[src/rtl/core/tpa_pkg.sv]
// Shared types, constants and helpers for the two-pool block allocator.
package tpa_pkg;

   localparam int SMALL_BLOCKS      = 16;
   localparam int LARGE_BLOCKS      = 4;
   localparam int SMALL_BLOCK_BYTES = 1024;
   localparam int LARGE_BASE        = 268435456;

   localparam int ADDR_W   = 29;
   localparam int SIZE_W   = 24;
   localparam int STATUS_W = 3;
   // boundary addresses of the large pool reach LARGE_BASE + LARGE_BLOCKS * size
   localparam int LANE_W   = ADDR_W + 1;

   localparam int QUEUE_DEPTH = 2;
   localparam int QPTR_W      = (QUEUE_DEPTH > 1) ? $clog2(QUEUE_DEPTH) : 1;
   localparam int QCNT_W      = $clog2(QUEUE_DEPTH + 1);

   typedef enum logic [STATUS_W-1:0] {
      ST_SMALL    = 3'd0,
      ST_LARGE    = 3'd1,
      ST_NULL     = 3'd2,
      ST_OVERSIZE = 3'd3,
      ST_FALLBACK = 3'd4,
      ST_FREED    = 3'd5,
      ST_PASSED   = 3'd6
   } status_type;

   typedef enum logic [2:0] {
      OP_NULL,
      OP_UNPREP,
      OP_OVERSIZE,
      OP_ALLOC_SMALL,
      OP_ALLOC_LARGE,
      OP_FREE,
      OP_PASS
   } op_type;

   typedef logic [LARGE_BLOCKS:0][LANE_W-1:0] lane_table_type;

   typedef struct packed {
      logic [SIZE_W-1:0] lsize;
      logic              prepared;
      lane_table_type    lanes;     // lanes[k] = LARGE_BASE + k * lsize
   } cfg_type;

   typedef struct packed {
      op_type                  op;
      logic [SMALL_BLOCKS-1:0] small_mask;
      logic [LARGE_BLOCKS-1:0] large_mask;
   } job_type;

   function automatic logic [ADDR_W-1:0] small_base(input int unsigned j);
      return ADDR_W'(j * SMALL_BLOCK_BYTES);
   endfunction

endpackage

[src/rtl/core/tpa_intf.sv]
// Channel interfaces: request, response and register write.
interface tpa_req_if;
   logic                        valid;
   logic                        ready;
   logic                        func;
   logic [tpa_pkg::SIZE_W-1:0]  size;
   logic [tpa_pkg::ADDR_W-1:0]  address;

   modport source (output valid, func, size, address, input ready);
   modport sink   (input valid, func, size, address, output ready);
endinterface

interface tpa_rsp_if;
   logic                          valid;
   logic                          ready;
   logic [tpa_pkg::STATUS_W-1:0]  status;
   logic [tpa_pkg::ADDR_W-1:0]    block_address;

   modport source (output valid, status, block_address, input ready);
   modport sink   (input valid, status, block_address, output ready);
endinterface

interface tpa_csr_if;
   logic                        valid;
   logic                        ready;
   logic [tpa_pkg::SIZE_W-1:0]  data;

   modport source (output valid, data, input ready);
   modport sink   (input valid, data, output ready);
endinterface

[src/rtl/core/tpa_front.sv]
// Front end: takes requests and classifies them into jobs for the back end.
module tpa_front (
   tpa_req_if.sink            req_bus,
   input  tpa_pkg::cfg_type   cfg,
   input  logic               q_full,
   output logic               q_push,
   output tpa_pkg::job_type   q_job
);
   import tpa_pkg::*;

   logic [LANE_W-1:0]       addr_ext;
   logic                    in_large;
   logic                    in_small;
   logic [LARGE_BLOCKS-1:0] lmask;
   logic [SMALL_BLOCKS-1:0] smask;

   assign req_bus.ready = !q_full;
   assign q_push        = req_bus.valid && !q_full;
   assign addr_ext      = {1'b0, req_bus.address};

   // one range compare per block, large pool first
   always_comb begin
      for (int k = 0; k < LARGE_BLOCKS; k++) begin
         lmask[k] = (addr_ext >= cfg.lanes[k]) && (addr_ext < cfg.lanes[k+1]);
      end
      for (int j = 0; j < SMALL_BLOCKS; j++) begin
         smask[j] = (req_bus.address >= small_base(j)) &&
                    (req_bus.address < small_base(j + 1));
      end
      in_large = (addr_ext >= cfg.lanes[0]) && (addr_ext < cfg.lanes[LARGE_BLOCKS]);
      in_small = req_bus.address < small_base(SMALL_BLOCKS);
   end

   always_comb begin
      q_job.op         = OP_PASS;
      q_job.small_mask = '0;
      q_job.large_mask = '0;
      if (!req_bus.func) begin
         if (req_bus.size == '0) begin
            q_job.op = OP_NULL;
         end else if (!cfg.prepared) begin
            q_job.op = OP_UNPREP;
         end else if (req_bus.size > cfg.lsize) begin
            q_job.op = OP_OVERSIZE;
         end else if (req_bus.size <= SIZE_W'(SMALL_BLOCK_BYTES)) begin
            q_job.op = OP_ALLOC_SMALL;
         end else begin
            q_job.op = OP_ALLOC_LARGE;
         end
      end else if (req_bus.address != '0 && cfg.prepared) begin
         if (in_large) begin
            q_job.op         = OP_FREE;
            q_job.large_mask = lmask;
         end else if (in_small) begin
            q_job.op         = OP_FREE;
            q_job.small_mask = smask;
         end
      end
   end

endmodule

[src/rtl/core/tpa_queue.sv]
// Short job queue between front and back end.
module tpa_queue (
   input  logic              clock,
   input  logic              reset,
   input  logic              push,
   input  tpa_pkg::job_type  push_job,
   output logic              full,
   input  logic              pop,
   output logic              avail,
   output tpa_pkg::job_type  pop_job
);
   import tpa_pkg::*;

   job_type           entries_ff [QUEUE_DEPTH];
   logic [QPTR_W-1:0] wr_ptr_ff, wr_ptr_in;
   logic [QPTR_W-1:0] rd_ptr_ff, rd_ptr_in;
   logic [QCNT_W-1:0] count_ff, count_in;

   assign full    = count_ff == QCNT_W'(QUEUE_DEPTH);
   assign avail   = count_ff != '0;
   assign pop_job = entries_ff[rd_ptr_ff];

   always_comb begin
      wr_ptr_in = wr_ptr_ff;
      rd_ptr_in = rd_ptr_ff;
      count_in  = count_ff;
      if (push) begin
         wr_ptr_in = (wr_ptr_ff == QPTR_W'(QUEUE_DEPTH - 1)) ? '0 : wr_ptr_ff + 1'b1;
      end
      if (pop) begin
         rd_ptr_in = (rd_ptr_ff == QPTR_W'(QUEUE_DEPTH - 1)) ? '0 : rd_ptr_ff + 1'b1;
      end
      if (push && !pop) begin
         count_in = count_ff + 1'b1;
      end else if (pop && !push) begin
         count_in = count_ff - 1'b1;
      end
   end

   always_ff @(posedge clock) begin
      if (reset) begin
         wr_ptr_ff <= '0;
         rd_ptr_ff <= '0;
         count_ff  <= '0;
      end else begin
         wr_ptr_ff <= wr_ptr_in;
         rd_ptr_ff <= rd_ptr_in;
         count_ff  <= count_in;
      end
   end

   always_ff @(posedge clock) begin
      if (push) begin
         entries_ff[wr_ptr_ff] <= push_job;
      end
   end

endmodule

[src/rtl/core/tpa_back.sv]
// Back end: owns the free maps, grants and releases blocks, holds the response.
module tpa_back (
   input  logic               clock,
   input  logic               reset,
   input  tpa_pkg::cfg_type   cfg,
   input  logic               refill,
   input  logic               q_avail,
   input  tpa_pkg::job_type   q_job,
   output logic               q_pop,
   tpa_rsp_if.source          rsp_bus
);
   import tpa_pkg::*;

   logic [SMALL_BLOCKS-1:0] small_map_ff, small_map_in;
   logic [LARGE_BLOCKS-1:0] large_map_ff, large_map_in;
   logic                    out_valid_ff, out_valid_in;
   status_type              out_status_ff, out_status_in;
   logic [ADDR_W-1:0]       out_addr_ff, out_addr_in;

   logic [SMALL_BLOCKS-1:0] small_pick;
   logic [LARGE_BLOCKS-1:0] large_pick;
   logic [ADDR_W-1:0]       small_addr;
   logic [ADDR_W-1:0]       large_addr;

   assign q_pop = q_avail && (!out_valid_ff || rsp_bus.ready);

   assign rsp_bus.valid         = out_valid_ff;
   assign rsp_bus.status        = out_status_ff;
   assign rsp_bus.block_address = out_addr_ff;

   // lowest free block: isolate the lowest set bit
   always_comb begin
      small_pick = small_map_ff & (~small_map_ff + 1'b1);
      large_pick = large_map_ff & (~large_map_ff + 1'b1);
      small_addr = '0;
      large_addr = '0;
      for (int j = 0; j < SMALL_BLOCKS; j++) begin
         small_addr = small_addr | (small_pick[j] ? small_base(j) : '0);
      end
      for (int k = 0; k < LARGE_BLOCKS; k++) begin
         large_addr = large_addr | (large_pick[k] ? cfg.lanes[k][ADDR_W-1:0] : '0);
      end
   end

   always_comb begin
      small_map_in  = small_map_ff;
      large_map_in  = large_map_ff;
      out_valid_in  = out_valid_ff && !rsp_bus.ready;
      out_status_in = out_status_ff;
      out_addr_in   = out_addr_ff;
      if (q_pop) begin
         out_valid_in = 1'b1;
         out_addr_in  = '0;
         unique case (q_job.op)
            OP_NULL:     out_status_in = ST_NULL;
            OP_UNPREP:   out_status_in = ST_FALLBACK;
            OP_OVERSIZE: out_status_in = ST_OVERSIZE;
            OP_ALLOC_SMALL: begin
               if (small_map_ff == '0) begin
                  out_status_in = ST_FALLBACK;
               end else begin
                  out_status_in = ST_SMALL;
                  out_addr_in   = small_addr;
                  small_map_in  = small_map_ff & ~small_pick;
               end
            end
            OP_ALLOC_LARGE: begin
               if (large_map_ff == '0) begin
                  out_status_in = ST_FALLBACK;
               end else begin
                  out_status_in = ST_LARGE;
                  out_addr_in   = large_addr;
                  large_map_in  = large_map_ff & ~large_pick;
               end
            end
            OP_FREE: begin
               out_status_in = ST_FREED;
               small_map_in  = small_map_ff | q_job.small_mask;
               large_map_in  = large_map_ff | q_job.large_mask;
            end
            default:     out_status_in = ST_PASSED;
         endcase
      end
      if (refill) begin
         small_map_in = '1;
         large_map_in = '1;
      end
   end

   always_ff @(posedge clock) begin
      if (reset) begin
         small_map_ff <= '1;
         large_map_ff <= '1;
         out_valid_ff <= 1'b0;
      end else begin
         small_map_ff <= small_map_in;
         large_map_ff <= large_map_in;
         out_valid_ff <= out_valid_in;
      end
   end

   always_ff @(posedge clock) begin
      out_status_ff <= out_status_in;
      out_addr_ff   <= out_addr_in;
   end

endmodule

[src/rtl/core/two_pool_fixed_block_allocator.sv]
// Top level of the two-pool fixed-block allocator: register, front, queue, back.
//
//   port      dir   handshake      carries
//   req_bus   in    valid/ready    func, size, address
//   rsp_bus   out   valid/ready    status, block_address
//   csr_bus   in    valid/ready    data (large_block_size)
//
// One request per cycle sustained while responses are taken; a response passes through
// the job queue and then the response register before it can be taken.
// Reset leaves the pools unprepared with every block free; csr_bus is always ready.
// A stalled response holds the back end; the front keeps taking requests until
// the queue is full.
module two_pool_fixed_block_allocator (
   input  logic        clock,
   input  logic        reset,
   tpa_req_if.sink     req_bus,
   tpa_rsp_if.source   rsp_bus,
   tpa_csr_if.sink     csr_bus
);
   import tpa_pkg::*;

   logic [SIZE_W-1:0] lsize_ff, lsize_in;
   lane_table_type    lanes_ff, lanes_in;
   logic              csr_write;
   logic              refill;
   cfg_type           cfg;

   logic              q_push;
   logic              q_pop;
   logic              q_full;
   logic              q_avail;
   job_type           push_job;
   job_type           pop_job;

   assign csr_bus.ready = 1'b1;
   assign csr_write     = csr_bus.valid;
   assign refill        = csr_write && (csr_bus.data != '0);

   assign cfg.lsize    = lsize_ff;
   assign cfg.prepared = lsize_ff != '0;
   assign cfg.lanes    = lanes_ff;

   // block boundaries of the large pool, fixed per register write
   always_comb begin
      lsize_in = lsize_ff;
      lanes_in = lanes_ff;
      if (csr_write) begin
         lsize_in = csr_bus.data;
         for (int k = 0; k <= LARGE_BLOCKS; k++) begin
            lanes_in[k] = LANE_W'(LARGE_BASE) + LANE_W'(k) * LANE_W'(csr_bus.data);
         end
      end
   end

   always_ff @(posedge clock) begin
      if (reset) begin
         lsize_ff <= '0;
      end else begin
         lsize_ff <= lsize_in;
      end
   end

   always_ff @(posedge clock) begin
      lanes_ff <= lanes_in;
   end

   tpa_front u_front (
      .req_bus (req_bus),
      .cfg     (cfg),
      .q_full  (q_full),
      .q_push  (q_push),
      .q_job   (push_job)
   );

   tpa_queue u_queue (
      .clock    (clock),
      .reset    (reset),
      .push     (q_push),
      .push_job (push_job),
      .full     (q_full),
      .pop      (q_pop),
      .avail    (q_avail),
      .pop_job  (pop_job)
   );

   tpa_back u_back (
      .clock   (clock),
      .reset   (reset),
      .cfg     (cfg),
      .refill  (refill),
      .q_avail (q_avail),
      .q_job   (pop_job),
      .q_pop   (q_pop),
      .rsp_bus (rsp_bus)
   );

endmodule

[src/flat_wrapper.sv]
// flat-port wrapper written by rule: the top's interface ports become plain ports
module two_pool_fixed_block_allocator_flat import tpa_pkg::*;
  (clock, reset, req_bus_valid, req_bus_func, req_bus_size, req_bus_address, req_bus_ready, rsp_bus_valid, rsp_bus_status, rsp_bus_block_address, rsp_bus_ready, csr_bus_valid, csr_bus_data, csr_bus_ready);
  tpa_req_if req_bus_i ();
  tpa_rsp_if rsp_bus_i ();
  tpa_csr_if csr_bus_i ();
  input  logic clock;
  input  logic reset;
  input wire logic [$bits(req_bus_i.valid)-1:0] req_bus_valid;
  input wire logic [$bits(req_bus_i.func)-1:0] req_bus_func;
  input wire logic [$bits(req_bus_i.size)-1:0] req_bus_size;
  input wire logic [$bits(req_bus_i.address)-1:0] req_bus_address;
  output wire logic [$bits(req_bus_i.ready)-1:0] req_bus_ready;
  output wire logic [$bits(rsp_bus_i.valid)-1:0] rsp_bus_valid;
  output wire logic [$bits(rsp_bus_i.status)-1:0] rsp_bus_status;
  output wire logic [$bits(rsp_bus_i.block_address)-1:0] rsp_bus_block_address;
  input wire logic [$bits(rsp_bus_i.ready)-1:0] rsp_bus_ready;
  input wire logic [$bits(csr_bus_i.valid)-1:0] csr_bus_valid;
  input wire logic [$bits(csr_bus_i.data)-1:0] csr_bus_data;
  output wire logic [$bits(csr_bus_i.ready)-1:0] csr_bus_ready;
  assign req_bus_i.valid = req_bus_valid;
  assign req_bus_i.func = req_bus_func;
  assign req_bus_i.size = req_bus_size;
  assign req_bus_i.address = req_bus_address;
  assign req_bus_ready = req_bus_i.ready;
  assign rsp_bus_valid = rsp_bus_i.valid;
  assign rsp_bus_status = rsp_bus_i.status;
  assign rsp_bus_block_address = rsp_bus_i.block_address;
  assign rsp_bus_i.ready = rsp_bus_ready;
  assign csr_bus_i.valid = csr_bus_valid;
  assign csr_bus_i.data = csr_bus_data;
  assign csr_bus_ready = csr_bus_i.ready;
  two_pool_fixed_block_allocator u_core (.clock(clock), .reset(reset), .req_bus(req_bus_i), .rsp_bus(rsp_bus_i), .csr_bus(csr_bus_i));
endmodule
[config.mk]
export PLATFORM = sky130hd
export DESIGN_NAME = two_pool_fixed_block_allocator_flat
export DESIGN_NICKNAME = d
export VERILOG_FILES = /design/src/rtl/core/tpa_pkg.sv /design/src/rtl/core/tpa_intf.sv /design/src/rtl/core/tpa_front.sv /design/src/rtl/core/tpa_queue.sv /design/src/rtl/core/tpa_back.sv /design/src/rtl/core/two_pool_fixed_block_allocator.sv /design/src/flat_wrapper.sv
export SDC_FILE = /design/constraint.sdc
export NUM_CORES = 1
export LEC_CHECK = 0
export CORE_MARGIN = 1
export CORE_UTILIZATION = 30
export CTS_CLUSTER_SIZE = 12
export DETAILED_ROUTE_END_ITERATION = 7
export DONT_BUFFER_PORTS = 1
export PLACE_DENSITY = 0.44
export SLEW_MARGIN = 20
export SYNTH_ARGS = -nofsm -noshare
export SYNTH_HDL_FRONTEND = slang
export SYNTH_SLANG_ARGS = --single-unit
[constraint.sdc]
create_clock -name clock -period 3.35 [get_ports clock]
set_input_delay 0.8375 -clock clock [delete_from_list [all_inputs] [get_ports clock]]
set_output_delay 0.8375 -clock clock [all_outputs]
set_load 0.01 [all_outputs]
# After elaboration in Yosys (flattened, before gate mapping)
# Memories as Yosys holds them, arrays and structs flattened. A register that Yosys moved wholly into a read port is not among the register bits.
# Index checks and enable logic that the tools add are counted.
dict set report totals {
  regBits 201
  latchBits 0
  ram_bits 46
  romBits 0
  inputBits 83
  out_inout_bits 35
  word_cells 199
  mem_count 1
}
dict set report op_classes {
  add_sub_neg 10
  multipliers 1
  div 0
  order_cmp 42
  n_eq_ne 8
  n_shift 0
  muxes 49
  n_bitwise 27
  n_reduce_logical 48
}
# memory words word_bits rd rd_clocked_by_memory_dff write_ports line
set memory_table {}
lappend memory_table {u_core.u_queue.entries_ff 2 23 1 1 1 tpa_queue.sv:14} ;# job_type entries_ff [QUEUE_DEPTH];
# op n
set op_table {}
lappend op_table {{$ge 29x14->1 const B} 8}
lappend op_table {{$lt 29x14->1 const B} 8}
lappend op_table {{$mux 29} 5}
lappend op_table {{$mux 14} 9}
lappend op_table {{$lt 29x30->1} 4}
lappend op_table {{$ge 29x13->1 const B} 4}
lappend op_table {{$lt 29x13->1 const B} 4}
lappend op_table {{$or 14x14->14} 7}
lappend op_table {{$ge 29x30->1} 3}
lappend op_table {{$or 29x29->29} 3}
lappend op_table {{$add 29x26->30 const A} 2}
lappend op_table {{$ge 29x12->1 const B} 2}
lappend op_table {{$lt 29x12->1 const B} 2}
lappend op_table {{$pmux 29 s2} 1}
lappend op_table {{$mux 13} 4}
lappend op_table {{$reduce_bool 24->1} 2}
lappend op_table {{$or 13x13->13} 3}
lappend op_table {{$and 16x16->16} 2}
lappend op_table {{$mux 16} 2}
lappend op_table {{$not 16->16} 2}
lappend op_table {{$pmux 16 s2} 1}
lappend op_table {{$add 29x24->30 const A} 1}
lappend op_table {{$add 29x25->30 const A} 1}
lappend op_table {{$ge 29x1->1 const B} 1}
lappend op_table {{other kinds (47)} 104}

# Longest topological paths before layout
dict set report logic_depth {
  depth_word 20
  mapped_depth 11
  ltp_nobuf 11
}

# Modules after synthesis
# Synthesis repeated with hierarchy kept, for this count alone.
dict set report hier_totals {
  cells_unflattened 1446
  area_unflattened_um2 13568.0
}
# mod instances cells_each area_each_um2
set modules_own_cells {}
lappend modules_own_cells {tpa_front 1 654 4620.7}
lappend modules_own_cells {two_pool_fixed_block_allocator 1 364 4071.4}
lappend modules_own_cells {tpa_back 1 335 3010.4}
lappend modules_own_cells {tpa_queue 1 93 1865.5}

# Least setup slack after synthesis
# OpenSTA, ideal clock, no wires.
dict set report synth_timing {
  kind {input -> register}
  start {input csr_bus_data[7]}
  end {register u_core.lanes_ff (netlist bit u_core.cfg[114]), data pin}
  arrival_time_ns 3.132
  slack_ns -0.045
  cell_stages 11
  path_cell_list {ha_1 > ha_1 > clkbuf_1 > nand4_1 > o211ai_1 > nor4b_1 > a2111o_1 > a211o_1 > a311oi_1 > a221oi_1 > xnor2_1}
}
dict set report synth_between {
  elab_chain_cells 2
}
# element line
set synth_rtl {}
lappend synth_rtl {{start, declared} flat_wrapper.sv:19} ;# input wire logic [$bits(csr_bus_i.data)-1:0] csr_bus_data;
lappend synth_rtl {{$mul 2x24->26} two_pool_fixed_block_allocator.sv:50} ;# lanes_in[k] = LANE_W'(LARGE_BASE) + LANE_W'(k) * LANE_W'(csr_bus.data);
lappend synth_rtl {{$add 29x26->30} two_pool_fixed_block_allocator.sv:50}
lappend synth_rtl {{end signal, assigned} two_pool_fixed_block_allocator.sv:64} ;# lanes_ff <= lanes_in;
lappend synth_rtl {{end, declared} two_pool_fixed_block_allocator.sv:23} ;# lane_table_type lanes_ff, lanes_in;
# No other way between the ends.
# A chain may end at the register's enable or synchronous reset.

# Final worst setup path
dict set report layout_timing {
  start {input csr_bus_data[1]}
  end {register u_core.lanes_ff (netlist bit u_core.cfg[114]), data pin}
}
# Same word-level chain as after synthesis.

==> reports/qor.txt <==
Status - finished, final reports clean
Critical path startpoint category - primary input
Vias/cell - 5.068
Setup Viol. Count Final - 0
Worst EP required - 3550 ps
Synth async-reset ratio - 0%
Layout cells sized above 1 - 7.392%
Slew headroom - 45.07%
Max_cap viols - 0
Commonest non-fill, non-tap cell in the layout - ha_1
Clk sinks - 175
CTS Buf Count - 17
Wirelength per Cell - 18.77 um
Final wirelength - 31,680 um
Largest stage delay, worst path - 390 ps
Power Density - 510.6 nW/um2
M3 GR Usage - 3.934%
GRT met1 Usage - 20.66%
Fin crit period - 3148 ps
DIE AREA - 39,350 um2
First-pass GRT wire length - 48,840 um
Sequential area share after synthesis - 41.10%
Dpl cell area - 12,390 um2
Area grow syn2layout - 12.16%
Initial antenna violation count - 0
Ant diodes - 0
Final worst path period share - 93.96%
Leak - 5.446 nW
Num ports - 118
Htree depth - 4
Commonest non-fill, non-tap cells in the layout - 179 x ha_1, 125 x edfxtp_1, 118 x nor2_1
Worst Setup End Kind - flip-flop
Hold-fix buffers, CTS - 0
Worst Hold Class - primary input to flip-flop
Routed Antenna Nets - 0
Gp weighted congestion - 0.8371
Finished Cell Area - 12,970 um2
Busiest grt layer - met2
Clock-pin slew on the worst setup and hold paths - 70 ps
VDD IR-drop max - 0.3684 mV
Port Buf Inserts - 0
Root buffer cell - clkbuf_16
Arr. time, crit path - 3340 ps
# rows - 71
Mapped Avg Cell Area - 10.20 um2
Yosys reg bits - 175
Die Wd - 198.4 um
Fin util - 34.29%
Final nets - 1,427
Crit-path cells - ha_1, ha_1, fa_1, a21oi_1, o211ai_1, nor4b_1, a2111o_1, a211o_1, a311oi_1, a221oi_1, xnor2_1
Hpwl dp - 25,360 um
GR Overflow Total - 0
Vias in the first global route - 8,606
TritonRoute pass-1 iters - 5
Fin. Hold Viols - 0
Post-synth EDFFs - 125
GR met2 Demand/Resource - 28.38%
Fillers - 3,919
Final Skew - 11.26 ps
Unrepaired setup endpoints after global routing - no
Synth warnings - 0
Distinct cells, synth - 69
Number of buffers added for setup after CTS - 0
Largest net degree at the start of global routing - 75
Netlist Area Pre-Place - 11,570 um2
Initial core utilization - 30.57%
Crit path top cell by count - ha_1
# resized after CTS - 0
Total GRT Usage - 16.64%
Remaining DRCs - 0
Insertion delay to the later sink of the worst-skew pair - 450 ps
CP max FO - 5
Fmax - 317.7 MHz
CP max stage cell - fa_1
Slew Limit Fails - 0
CP Class - primary input to flip-flop
DRT iter0 DRCs - 440
Top FF cell, synth - edfxtp_1
Cells after synthesis - 1,134
Core box area - 37,840 um2
Worst-Margin Slew - 824.0 ps
DIE HEIGHT - 198.4 um
CTS tree - built
Vias - 8,554
Clock buffer depth - 2
[synth_stat cells (all sizes together) (17+ instances only)]
library cell / count / area share (%)
a21o: 44 / 2.9
a21oi: 61 / 2.6
a222oi: 23 / 2.0
clkbuf: 23 / 0.75
dfxtp: 50 / 8.7
edfxtp: 125 / 32
ha: 179 / 19
inv: 113 / 3.7
mux2i: 46 / 4.0
nand2: 45 / 1.5
nand3: 17 / 0.74
nand4: 31 / 1.7
nor2: 121 / 4.0
nor4: 25 / 1.5
o21ai: 43 / 1.9
[final cells by class]
class                           instances  area (um2)  area share [%]
Clock buffer                           20       446.7           3.443
Clock inverter                         12       138.9           1.070
Inverter                              113       424.2           3.269
Multi-Input combinational cell        818        6279           48.39
Sequential cell                       175        4755           36.64
Tap cell                              511       639.4           4.928
Timing Repair Buffer                   39       292.8           2.257
[sequential cells by signal, summed over array words and instances, names as in the netlist, named ones only]
register,flops
u_core.u_back.large_map_ff,4
u_core.u_back.rsp_bus.block_address,27
u_core.u_back.rsp_bus.status,3
u_core.u_back.rsp_bus.valid,1
u_core.u_queue.entries_ff,46
u_core.u_queue.count_ff,2
u_core.u_queue.rd_ptr_ff,1
u_core.lsize_ff,24
u_core.u_back.small_map_ff,16
u_core.u_queue.wr_ptr_ff,1
u_core.cfg,49
[cells by family after synthesis]
logic type,share of synthesized area [%]
simple gates,12.87
compound gates,15.59
fa+ha+maj,19.53
flops,41.10
buf+inv,4.780
mux,4.175
xor+xnor,1.893
other cells,0.06492
[worst paths after layout]
path | startpoint | end | slack (ps) | cells after the start
hold / removal | reset | u_core.lsize_ff[10]$_SDFFE_PP0P_ | 450 | 1
setup reg to reg | u_core.cfg[123]$_DFFE_PP_ | u_core.u_queue.entries_ff[1][2]$_DFFE_PP_ | 390 | 9
setup / recovery | csr_bus_data[1] | u_core.cfg[114]$_DFFE_PP_ | 200 | 11
hold reg to reg | u_core.u_queue.rd_ptr_ff$_SDFFE_PP0P_ | u_core.u_queue.rd_ptr_ff$_SDFFE_PP0P_ | 510 | 2
[power by group]
part	internal, mW	switching (mW)
Combinational	0.635	0.979
Clock	1.12	0.872
Sequential	2.77	0.244
[critical path: cells and delay by family]
kind / cells / cell delay [ps]
fa+ha+maj: 3 / 890
simple gates: 1 / 320
xor+xnor: 1 / 100
compound gates: 6 / 1190
[stage by stage]
step	setup TNS [ps]	setup slack [ps]	hold slack (ps)	instances	total power [mW]
after floorplan	0	30.47	467.6	1135	4.190
after global placement	-572.5	-267.5	491.4	1656	4.689
after detailed placement	-605.6	-265.8	501.7	1656	4.708
after CTS	0	228.0	422.7	1688	6.736
after global routing	0	50.94	425.7	1688	7.023
final	0	202.4	448.8	1688	6.625
[metal layers]
metal	wire length (um)	vias to the layer above
li1	-	4307
met1	14250	4061
met2	15440	158
met3	1400	28
met4	578	0
met5	0	-
Note: power is estimated with default switching activity, not from simulation.
